### src/pcfe_pkg.sv
// Package for the phase current front end: shared constants and the
// control structs that pass between the top level, the lanes and the merge.
// No dependencies.
package pcfe_pkg;

    localparam int CAL_SHIFT      = 7;
    localparam int CAL_COUNT_BITS = 7;
    localparam int CAL_SAMPLES    = 128;
    localparam int SCALE_BITS     = 24;
    localparam int CUR_BITS       = 32;
    localparam int FRAC_SHIFT     = 15;

    typedef struct packed {
        logic step;
        logic last;
    } cal_ctl_t;

    typedef struct packed {
        logic valid;
        logic done;
    } tag_t;

endpackage

### src/phase_current_front_end_unit.sv
// Two-shunt phase current front end with ADC offset calibration. One sample
// pair enters per clock when not stalled, and one beat of three Q16.16 phase
// currents leaves after the lane pipeline (difference, scale multiply, round
// and saturate) and the merge register that forms U. Both channel lanes run
// side by side. Calibration beats sum 128 sample pairs and load the offsets
// on the last one, which that beat already uses. The user must write the
// scale register through the cfg channel while the block is idle; the block
// does not enforce it. Depends on pcfe_pkg, pcfe_lane and pcfe_merge.
module phase_current_front_end_unit #(
    parameter int SAMPLE_BITS = 12
) (
    input  logic                                        clk,
    input  logic                                        rst_n,
    input  logic                                        cfg_valid,
    output logic                                        cfg_ready,
    input  logic [pcfe_pkg::SCALE_BITS-1:0]             cfg_data,
    input  logic                                        s_tvalid,
    output logic                                        s_tready,
    // s_tdata, low to high: sample_a, sample_b, zero padding
    input  logic [((2*SAMPLE_BITS+7)/8)*8-1:0]          s_tdata,
    // s_tuser: mode
    input  logic                                        s_tuser,
    output logic                                        m_tvalid,
    input  logic                                        m_tready,
    // m_tdata, low to high: current_u, current_v, current_w
    output logic [3*pcfe_pkg::CUR_BITS-1:0]             m_tdata,
    // m_tuser: cal_done
    output logic                                        m_tuser
);

    localparam int STAGES = 3;
    localparam logic [pcfe_pkg::CAL_COUNT_BITS-1:0] CAL_LAST =
        pcfe_pkg::CAL_COUNT_BITS'(pcfe_pkg::CAL_SAMPLES - 1);

    logic                                   en;
    logic                                   accept;
    logic [pcfe_pkg::SCALE_BITS-1:0]        scale_reg;
    logic [pcfe_pkg::CAL_COUNT_BITS-1:0]    cal_count_reg;
    pcfe_pkg::cal_ctl_t                     cal;
    pcfe_pkg::tag_t                         tag_reg [STAGES];
    logic signed [pcfe_pkg::CUR_BITS-1:0]   cur_v;
    logic signed [pcfe_pkg::CUR_BITS-1:0]   cur_w;

    assign cfg_ready = 1'b1;
    assign s_tready  = en;
    assign accept    = s_tvalid && en;
    assign cal.step  = accept && s_tuser;
    assign cal.last  = (cal_count_reg == CAL_LAST);

    always_ff @(posedge clk or negedge rst_n)
    begin
        if (!rst_n)
        begin
            scale_reg <= '0;
        end
        else if (cfg_valid)
        begin
            scale_reg <= cfg_data;
        end
    end

    always_ff @(posedge clk or negedge rst_n)
    begin
        if (!rst_n)
        begin
            cal_count_reg <= '0;
        end
        else if (cal.step)
        begin
            cal_count_reg <= cal.last ? '0 : cal_count_reg + 1'b1;
        end
    end

    always_ff @(posedge clk or negedge rst_n)
    begin
        if (!rst_n)
        begin
            for (int i = 0; i < STAGES; i++)
            begin
                tag_reg[i] <= '0;
            end
        end
        else if (en)
        begin
            tag_reg[0].valid <= s_tvalid;
            tag_reg[0].done  <= cal.step && cal.last;
            for (int i = 1; i < STAGES; i++)
            begin
                tag_reg[i] <= tag_reg[i-1];
            end
        end
    end

    pcfe_lane #(
        .SAMPLE_BITS(SAMPLE_BITS)
    ) u_lane_a (
        .clk     (clk),
        .rst_n   (rst_n),
        .en      (en),
        .cal     (cal),
        .sample  (s_tdata[SAMPLE_BITS-1:0]),
        .scale   (scale_reg),
        .current (cur_w)
    );

    pcfe_lane #(
        .SAMPLE_BITS(SAMPLE_BITS)
    ) u_lane_b (
        .clk     (clk),
        .rst_n   (rst_n),
        .en      (en),
        .cal     (cal),
        .sample  (s_tdata[2*SAMPLE_BITS-1:SAMPLE_BITS]),
        .scale   (scale_reg),
        .current (cur_v)
    );

    pcfe_merge u_merge (
        .clk       (clk),
        .rst_n     (rst_n),
        .tag       (tag_reg[STAGES-1]),
        .current_v (cur_v),
        .current_w (cur_w),
        .en        (en),
        .m_tvalid  (m_tvalid),
        .m_tready  (m_tready),
        .m_tdata   (m_tdata),
        .m_tuser   (m_tuser)
    );

endmodule

### src/pcfe_lane.sv
// One channel lane: calibration sum and offset, offset-removed difference,
// scale multiply, rounding to Q16.16 and 32-bit saturation.
// Depends on pcfe_pkg.
module pcfe_lane #(
    parameter int SAMPLE_BITS = 12
) (
    input  logic                                    clk,
    input  logic                                    rst_n,
    input  logic                                    en,
    input  pcfe_pkg::cal_ctl_t                      cal,
    input  logic [SAMPLE_BITS-1:0]                  sample,
    input  logic [pcfe_pkg::SCALE_BITS-1:0]         scale,
    output logic signed [pcfe_pkg::CUR_BITS-1:0]    current
);

    localparam int SUM_BITS  = SAMPLE_BITS + pcfe_pkg::CAL_SHIFT;
    localparam int DIFF_BITS = SUM_BITS + 1;
    localparam int PROD_BITS = DIFF_BITS + pcfe_pkg::SCALE_BITS + 1;
    localparam int SH_BITS   = PROD_BITS - pcfe_pkg::FRAC_SHIFT;
    localparam int WIDE      = (SH_BITS > pcfe_pkg::CUR_BITS) ? SH_BITS
                                                              : pcfe_pkg::CUR_BITS + 1;
    localparam logic signed [PROD_BITS-1:0] ROUND =
        PROD_BITS'(2 ** (pcfe_pkg::FRAC_SHIFT - 1));
    localparam logic signed [WIDE-1:0] SAT_HI =
        {{(WIDE - pcfe_pkg::CUR_BITS + 1){1'b0}}, {(pcfe_pkg::CUR_BITS - 1){1'b1}}};
    localparam logic signed [WIDE-1:0] SAT_LO =
        {{(WIDE - pcfe_pkg::CUR_BITS + 1){1'b1}}, {(pcfe_pkg::CUR_BITS - 1){1'b0}}};

    logic [SUM_BITS-1:0]                  sum_reg;
    logic [SUM_BITS-1:0]                  sum_next;
    logic [SUM_BITS-1:0]                  offset_reg;
    logic [SUM_BITS-1:0]                  offset_use;
    logic signed [DIFF_BITS-1:0]          diff_next;
    logic signed [DIFF_BITS-1:0]          diff_reg;
    logic signed [pcfe_pkg::SCALE_BITS:0] scale_s;
    logic signed [PROD_BITS-1:0]          prod_next;
    logic signed [PROD_BITS-1:0]          prod_reg;
    logic signed [PROD_BITS-1:0]          rnd;
    logic signed [SH_BITS-1:0]            sh;
    logic signed [WIDE-1:0]               wide;
    logic signed [pcfe_pkg::CUR_BITS-1:0] cur_next;
    logic signed [pcfe_pkg::CUR_BITS-1:0] cur_reg;

    assign sum_next   = sum_reg + SUM_BITS'(sample);
    assign offset_use = (cal.step && cal.last) ? sum_next : offset_reg;
    assign diff_next  = $signed({1'b0, offset_use})
                      - $signed({1'b0, sample, {pcfe_pkg::CAL_SHIFT{1'b0}}});

    assign scale_s    = $signed({1'b0, scale});
    assign prod_next  = PROD_BITS'(diff_reg) * PROD_BITS'(scale_s);

    assign rnd  = prod_reg + ROUND;
    assign sh   = rnd[PROD_BITS-1:pcfe_pkg::FRAC_SHIFT];
    assign wide = WIDE'(sh);

    always_comb
    begin
        priority if (wide > SAT_HI)
        begin
            cur_next = pcfe_pkg::CUR_BITS'(SAT_HI);
        end
        else if (wide < SAT_LO)
        begin
            cur_next = pcfe_pkg::CUR_BITS'(SAT_LO);
        end
        else
        begin
            cur_next = pcfe_pkg::CUR_BITS'(wide);
        end
    end

    always_ff @(posedge clk or negedge rst_n)
    begin
        if (!rst_n)
        begin
            sum_reg    <= '0;
            offset_reg <= '0;
        end
        else if (cal.step)
        begin
            if (cal.last)
            begin
                offset_reg <= sum_next;
                sum_reg    <= '0;
            end
            else
            begin
                sum_reg <= sum_next;
            end
        end
    end

    always_ff @(posedge clk)
    begin
        if (en)
        begin
            diff_reg <= diff_next;
            prod_reg <= prod_next;
            cur_reg  <= cur_next;
        end
    end

    assign current = cur_reg;

endmodule

### src/pcfe_merge.sv
// Merge stage: joins the two lane currents, forms U = -(V + W) with
// saturation and holds the output beat. Depends on pcfe_pkg.
module pcfe_merge (
    input  logic                                    clk,
    input  logic                                    rst_n,
    input  pcfe_pkg::tag_t                          tag,
    input  logic signed [pcfe_pkg::CUR_BITS-1:0]    current_v,
    input  logic signed [pcfe_pkg::CUR_BITS-1:0]    current_w,
    output logic                                    en,
    output logic                                    m_tvalid,
    input  logic                                    m_tready,
    output logic [3*pcfe_pkg::CUR_BITS-1:0]         m_tdata,
    output logic                                    m_tuser
);

    localparam int CB = pcfe_pkg::CUR_BITS;
    localparam logic signed [CB+1:0] SAT_HI = {3'b000, {(CB - 1){1'b1}}};
    localparam logic signed [CB+1:0] SAT_LO = {3'b111, {(CB - 1){1'b0}}};

    logic                   valid_reg;
    logic                   done_reg;
    logic signed [CB-1:0]   u_reg;
    logic signed [CB-1:0]   v_reg;
    logic signed [CB-1:0]   w_reg;
    logic signed [CB:0]     sum_vw;
    logic signed [CB+1:0]   neg_vw;
    logic signed [CB-1:0]   u_next;

    assign en     = !valid_reg || m_tready;
    assign sum_vw = (CB + 1)'(current_v) + (CB + 1)'(current_w);
    assign neg_vw = -((CB + 2)'(sum_vw));

    always_comb
    begin
        priority if (neg_vw > SAT_HI)
        begin
            u_next = CB'(SAT_HI);
        end
        else if (neg_vw < SAT_LO)
        begin
            u_next = CB'(SAT_LO);
        end
        else
        begin
            u_next = CB'(neg_vw);
        end
    end

    always_ff @(posedge clk or negedge rst_n)
    begin
        if (!rst_n)
        begin
            valid_reg <= 1'b0;
        end
        else if (en)
        begin
            valid_reg <= tag.valid;
        end
    end

    always_ff @(posedge clk)
    begin
        if (en)
        begin
            done_reg <= tag.done;
            u_reg    <= u_next;
            v_reg    <= current_v;
            w_reg    <= current_w;
        end
    end

    assign m_tvalid = valid_reg;
    assign m_tdata  = {w_reg, v_reg, u_reg};
    assign m_tuser  = done_reg;

endmodule
### config.mk
export PLATFORM = sky130hd
export DESIGN_NAME = phase_current_front_end_unit
export DESIGN_NICKNAME = d
export VERILOG_FILES = /design/src/pcfe_pkg.sv /design/src/phase_current_front_end_unit.sv /design/src/pcfe_lane.sv /design/src/pcfe_merge.sv
export SDC_FILE = /design/constraint.sdc
export NUM_CORES = 2
export LEC_CHECK = 0
export BUFFER_PORTS_ARGS = -buffer_cell sky130_fd_sc_hd__buf_2
export CAP_MARGIN = 20
export CORE_MARGIN = 4
export CORE_UTILIZATION = 63
export DETAILED_ROUTE_END_ITERATION = 6
export HOLD_SLACK_MARGIN = 0.1
export PLACE_DENSITY = 0.81
export SLEW_MARGIN = 15
export SYNTH_ARGS = -nofsm -noshare
export SYNTH_HDL_FRONTEND = slang
export SYNTH_SLANG_ARGS = --single-unit
### constraint.sdc
create_clock -name clk -period 9.6 [get_ports clk]
set_input_delay 1.92 -clock clk [delete_from_list [all_inputs] [get_ports clk]]
set_output_delay 1.92 -clock clk [all_outputs]
set_load 0.05 [all_outputs]
# == Yosys cells after proc, flatten, opt, wreduce, memory -nomap -nowiden ==
# Cells that the tools add are included.
# totals
word_cells,55
in_bits,54
ff_bits,405
out_inout_bits,100
# classes
n_eq_ne,1
reduce_logical,6
n_mul,2
mux,8
magnitude_cmp,6
addsub,9
# op_table
cell,n
32-bit 2-to-1 mux,3
"45-bit by 16-bit adder with 45-bit output, second input constant",2
20-bit by 25-bit multiplier with 45-bit output,2
19-bit 2-to-1 mux,4
"30-bit by 32-bit greater-than comparator with 1-bit output, second input constant",2
"30-bit by 32-bit < comparator with 1-bit output, second input constant",2
19-bit by 19-bit subtractor with 20-bit output,2
19-bit by 12-bit adder with 19-bit output,2
"34-bit by 32-bit greater-than comparator with 1-bit output, second input constant",1
"34-bit by 32-bit < comparator with 1-bit output, second input constant",1
33-bit negator with 34-bit output,1
32-bit by 32-bit adder with 33-bit output,1
"7-bit by 1-bit adder with 7-bit output, second input constant",1
"7-bit equality test, second input constant",1
7-bit 2-to-1 mux,1
1-bit logical AND,3
2-bit AND reduction,1
1-bit zero test,1
1-bit logical OR,1

# == Depth between registers and ports, before layout ==
# logic_depth
word_depth,7
ltp_mapped,27
depth_no_buf,26

# == Hierarchy ==
# From an unflattened synthesis, not the netlist that was laid out.
# unflattened
hier_cells,5040
hier_area_um2,49759.0
# modules_own_cells
module,seq_area_each_um2,area_per_inst_um2,cells_each,instances
pcfe_lane (u_lane_b),3413.3,21363.0,2233,1
pcfe_lane (u_lane_a),3413.3,21274.2,2232,1
pcfe_merge,2937.8,5654.2,473,1
phase_current_front_end_unit,925.9,1467.7,102,1

# == Least setup slack after synthesis ==
# OpenSTA, ideal clock, no wires.
# synth_timing
path_kind,input to register
from,in m_tready
to,"reg u_lane_a.diff_reg[19], data pin"
slack_ns,0.629
path_stages,22
arrival_time_ns,8.804
cell_sequence,nor2b_1 -> clkbuf_1 -> inv_2 -> and3_1 -> clkbuf_1 -> nand2_1 -> nor3_1 -> clkbuf_1 -> mux2i_1 -> ha_1 -> inv_1 -> fa_1 -> a21o_1 -> a21oi_1 -> o21ai_0 -> a21oi_1 -> o21ai_0 -> a21oi_1 -> o21bai_1 -> a21oi_1 -> nor2_1 -> a211oi_1
# synth_via
elab_chain_cells,6
# synth_lines
item,line,text
start: declaration,phase_current_front_end_unit.sv:24,"input logic m_tready,"
1-bit logical OR,pcfe_merge.sv:29,assign en = !valid_reg || m_tready;
via s_tready,phase_current_front_end_unit.sv:18,"output logic s_tready,"
1-bit logical AND,phase_current_front_end_unit.sv:46,assign accept = s_tvalid && en;
1-bit logical AND,phase_current_front_end_unit.sv:47,assign cal.step = accept && s_tuser;
1-bit logical AND,pcfe_lane.sv:45,assign offset_use = (cal.step && cal.last) ? sum_next : offset_reg;
19-bit 2-to-1 mux,pcfe_lane.sv:45,
19-bit by 19-bit subtractor with 20-bit output,pcfe_lane.sv:47,"- $signed({1'b0, sample, {pcfe_pkg::CAL_SHIFT{1'b0}}});"
via u_lane_a.diff_next[19],pcfe_lane.sv:33,logic signed [DIFF_BITS-1:0] diff_next;
end signal: assignment,pcfe_lane.sv:97,diff_reg <= diff_next;
end: declaration,pcfe_lane.sv:34,logic signed [DIFF_BITS-1:0] diff_reg;
# The timed path passes the listed nets, and every way through them passes these cells.
# A chain may end at the register's enable or synchronous reset.

# == Final worst setup path ==
# layout_timing
from,reg u_lane_b.diff_reg[5]
to,"reg u_lane_b.prod_reg[41], data pin"
# layout_via
elab_chain_cells,1
# layout_lines
item,line,text
start: declaration,pcfe_lane.sv:34,
start signal: assignment,pcfe_lane.sv:97,
20-bit by 25-bit multiplier with 45-bit output,pcfe_lane.sv:50,assign prod_next = PROD_BITS'(diff_reg) * PROD_BITS'(scale_s);
via u_lane_b.prod_next[41],pcfe_lane.sv:36,logic signed [PROD_BITS-1:0] prod_next;
end signal: assignment,pcfe_lane.sv:98,prod_reg <= prod_next;
end: declaration,pcfe_lane.sv:37,logic signed [PROD_BITS-1:0] prod_reg;
# The timed path passes the listed nets, and every way through them passes these cells.

==> flow_summary.json <==
{
  "status": "complete, no violations",
  "final_cell_mix": "inv_1 (981), fa_1 (789), nand2_1 (602)",
  "rsz0062_at_grt": "false",
  "viasPerCell": 5.64,
  "grt_max_degree": 74,
  "hold_path_end": "u_merge.w_reg[17]",
  "ctsResizeCount": 0,
  "r2r-end": "u_lane_b.prod_reg[41]",
  "synth_top_cell_area_share": 0.324,
  "grt_usage": 0.295,
  "dpl.hpwl_um": 92300,
  "highest_layer": "met5",
  "synth_xor_area_frac": 0.0344,
  "cp-end-kind": "register",
  "area_growth_pct": 6.37,
  "r2r-start": "u_lane_b.diff_reg[5]",
  "n_antenna_cell": 0,
  "synth_nets": 6247,
  "worst_path_most_repeated_cell": "fa_1",
  "worstHoldStart": "u_lane_a.current[17]",
  "worst_slew_pin_slew_ns": 1.15,
  "tns_ns": 0,
  "start_util": 0.640,
  "synth.area.top_cells": "fa_1 (32%), edfxtp_1 (16%), ha_1 (12%)",
  "post_cts_buffers": 0,
  "yosysSeqAreaShare": 0.218,
  "cts-buffers-inserted": 42,
  "met3_length_um": 11400,
  "worstSkewPairLatency_ns": 0.58,
  "drc": 0,
  "nets": 6282,
  "rows": 101,
  "setup_violations": 0,
  "fin_crit_ns": 8.10,
  "min_path_cells": 0,
  "largest_register_ffs": 32,
  "finClkSkew_ns": 0.0211,
  "synthArstFlopShare": 0.306,
  "gp_congestion": 0.948,
  "fp.dieArea_um2": 82000,
  "yosys.area.top_type": "fa_1",
  "first_pass_iters": 5,
  "holdWs_ns": 0.449,
  "drv_slew": 0,
  "die_y_um": 286,
  "ant_nets": 0,
  "worst_setup_path_start_kind": "register",
  "final-hold-violation-count": 0,
  "coreArea_um2": 76300,
  "hold_class": "register to register",
  "io_pins": 154,
  "final_common_cell": "inv_1",
  "clockRootBuffer": "clkbuf_16",
  "grt_pass1_wl_um": 192000,
  "fillerInstances": 5721,
  "synthAdderAreaFrac": 0.444,
  "grt_pass1_vias": 35939,
  "antenna_found_initial": 5,
  "io_buffers": 152,
  "met1_length_um": 46700,
  "path_class": "register to register",
  "syn_inst": 4934,
  "grt_overflow": 0,
  "crit_arrival_ns": 8.43,
  "cts.path.max_buffers": 3,
  "synth_cell_types": 73,
  "slowest_stage": "edfxtp_1",
  "slowest_delay_ns": 1.12,
  "synth-edff-count": 259,
  "clock_sink_count": 373,
  "syn_area_um2": 48800,
  "dr_wl_met2_um": 55100,
  "fp.dieW_um": 286,
  "yosys_warnings": 0,
  "clk_pin_slew_ns": 0.07,
  "crit_required_ns": 9.93,
  "slew-limit-headroom": 0.233,
  "cap_violations": 0,
  "muxShareOfSynthArea": 0.00800,
  "synth_top_family_by_area": "adder cells",
  "yosys.area_share.simple": 0.145,
  "critPathMaxFanout": 24,
  "htreeDepth": 2,
  "max_freq_ghz": 0.123,
  "r2r_setup_slack_ns": 1.50,
  "wl_per_cell_um": 19.4,
  "fin_crit_sh": 0.844,
  "hold_buffers": 0,
  "routed_wl_um": 117000,
  "cts_tree": "built",
  "first_iter_violations": 2497,
  "ys.flop_type": "edfxtp_1",
  "ys_seq_elements": 373,
  "synth-compound-area-share": 0.0586,
  "reg2reg_depth": 21,
  "path_cells": "nand2_1 > fa_1 > fa_1 > fa_1 > inv_1 > fa_1 > fa_1 > fa_1 > inv_1 > fa_1 > inv_1 > ha_1 > a21o_1 > or2_1 > o32ai_1 > or2_1 > o211ai_2 > a2111oi_4 > o21ai_2 > a221o_1 > a311o_1",
  "drive_above_1_share": 0.0652,
  "dr_total_vias": 34002,
  "avgSynthCellArea_um2": 9.89
}
[metrics by stage]
stage,util,area [µm²],instances,setup WS (ns)
6_report,0.680,51900,6032,1.50
5_1_grt,0.680,51900,6032,1.25
4_1_cts,0.680,51900,6029,1.47
3_5_place_dp,0.661,50500,5952,1.49
3_3_place_gp,0.661,50500,5952,1.60
2_1_floorplan,-,48800,4934,0.629
[layout make-up]
cell class	instances	area [µm²]	share of cell area
well taps	1030	1290	0.0248
clock inverters	29	312	0.00600
multi-input cells	3362	33700	0.649
flip-flops and latches	373	10600	0.205
repair buffers	208	1230	0.0237
inverters	982	3690	0.0711
clock buffers	48	1070	0.0207
[cells in the mapped netlist (33+ instances only)]
cell / count
nor2_1: 136
xnor2_1: 129
edfxtp_1: 259
xor2_1: 63
a21oi_1: 95
clkbuf_1: 212
ha_1: 470
inv_1: 981
fa_1: 789
o21ai_0: 130
nand3_1: 53
dfrtp_1: 114
a21o_1: 53
and2_1: 480
nand2_1: 602
nand2b_1: 33
[cell families after synthesis]
logic type | Yosys count
and+or+nand+nor | 1433
adders and majority gates | 1259
buffers and inverters | 1199
AOI/OAI and AO/OA | 442
DFF | 373
xor gates and xnor gates | 192
muxes | 35
other | 1
[critical path: cells and delay by family (launching register included)]
kind,cells,cell delay [ns]
flops,1,1.12
fa+ha+maj,8,3.86
buf+inv,3,0.14
simple gates,3,0.67
compound gates,7,2.03
[worst max-delay path by stage]
stage	end	from	cells after the start	slack, ns
global route	u_lane_a.prod_reg[44]	scale_reg[9]	25	1.25
floorplan	u_lane_a.diff_reg[19]	m_tready	22	0.63
CTS	u_lane_a.prod_reg[44]	scale_reg[8]	25	1.47
global placement	u_lane_b.prod_reg[41]	scale_reg[7]	23	1.60
detailed placement	u_lane_a.prod_reg[44]	scale_reg[8]	25	1.49
finish	u_lane_b.prod_reg[41]	u_lane_b.diff_reg[5]	21	1.50
[metal layers]
metal / vias to the layer above / GRT usage
met3: 223 / 0.0666
li1: 15320 / -
met1: 16869 / 0.397
met2: 1586 / 0.488
met4: 4 / 0.0807
met5: - / 0
Power is not shown: default switching activity piles up to over one toggle a cycle in this logic, so the estimate is an artifact.
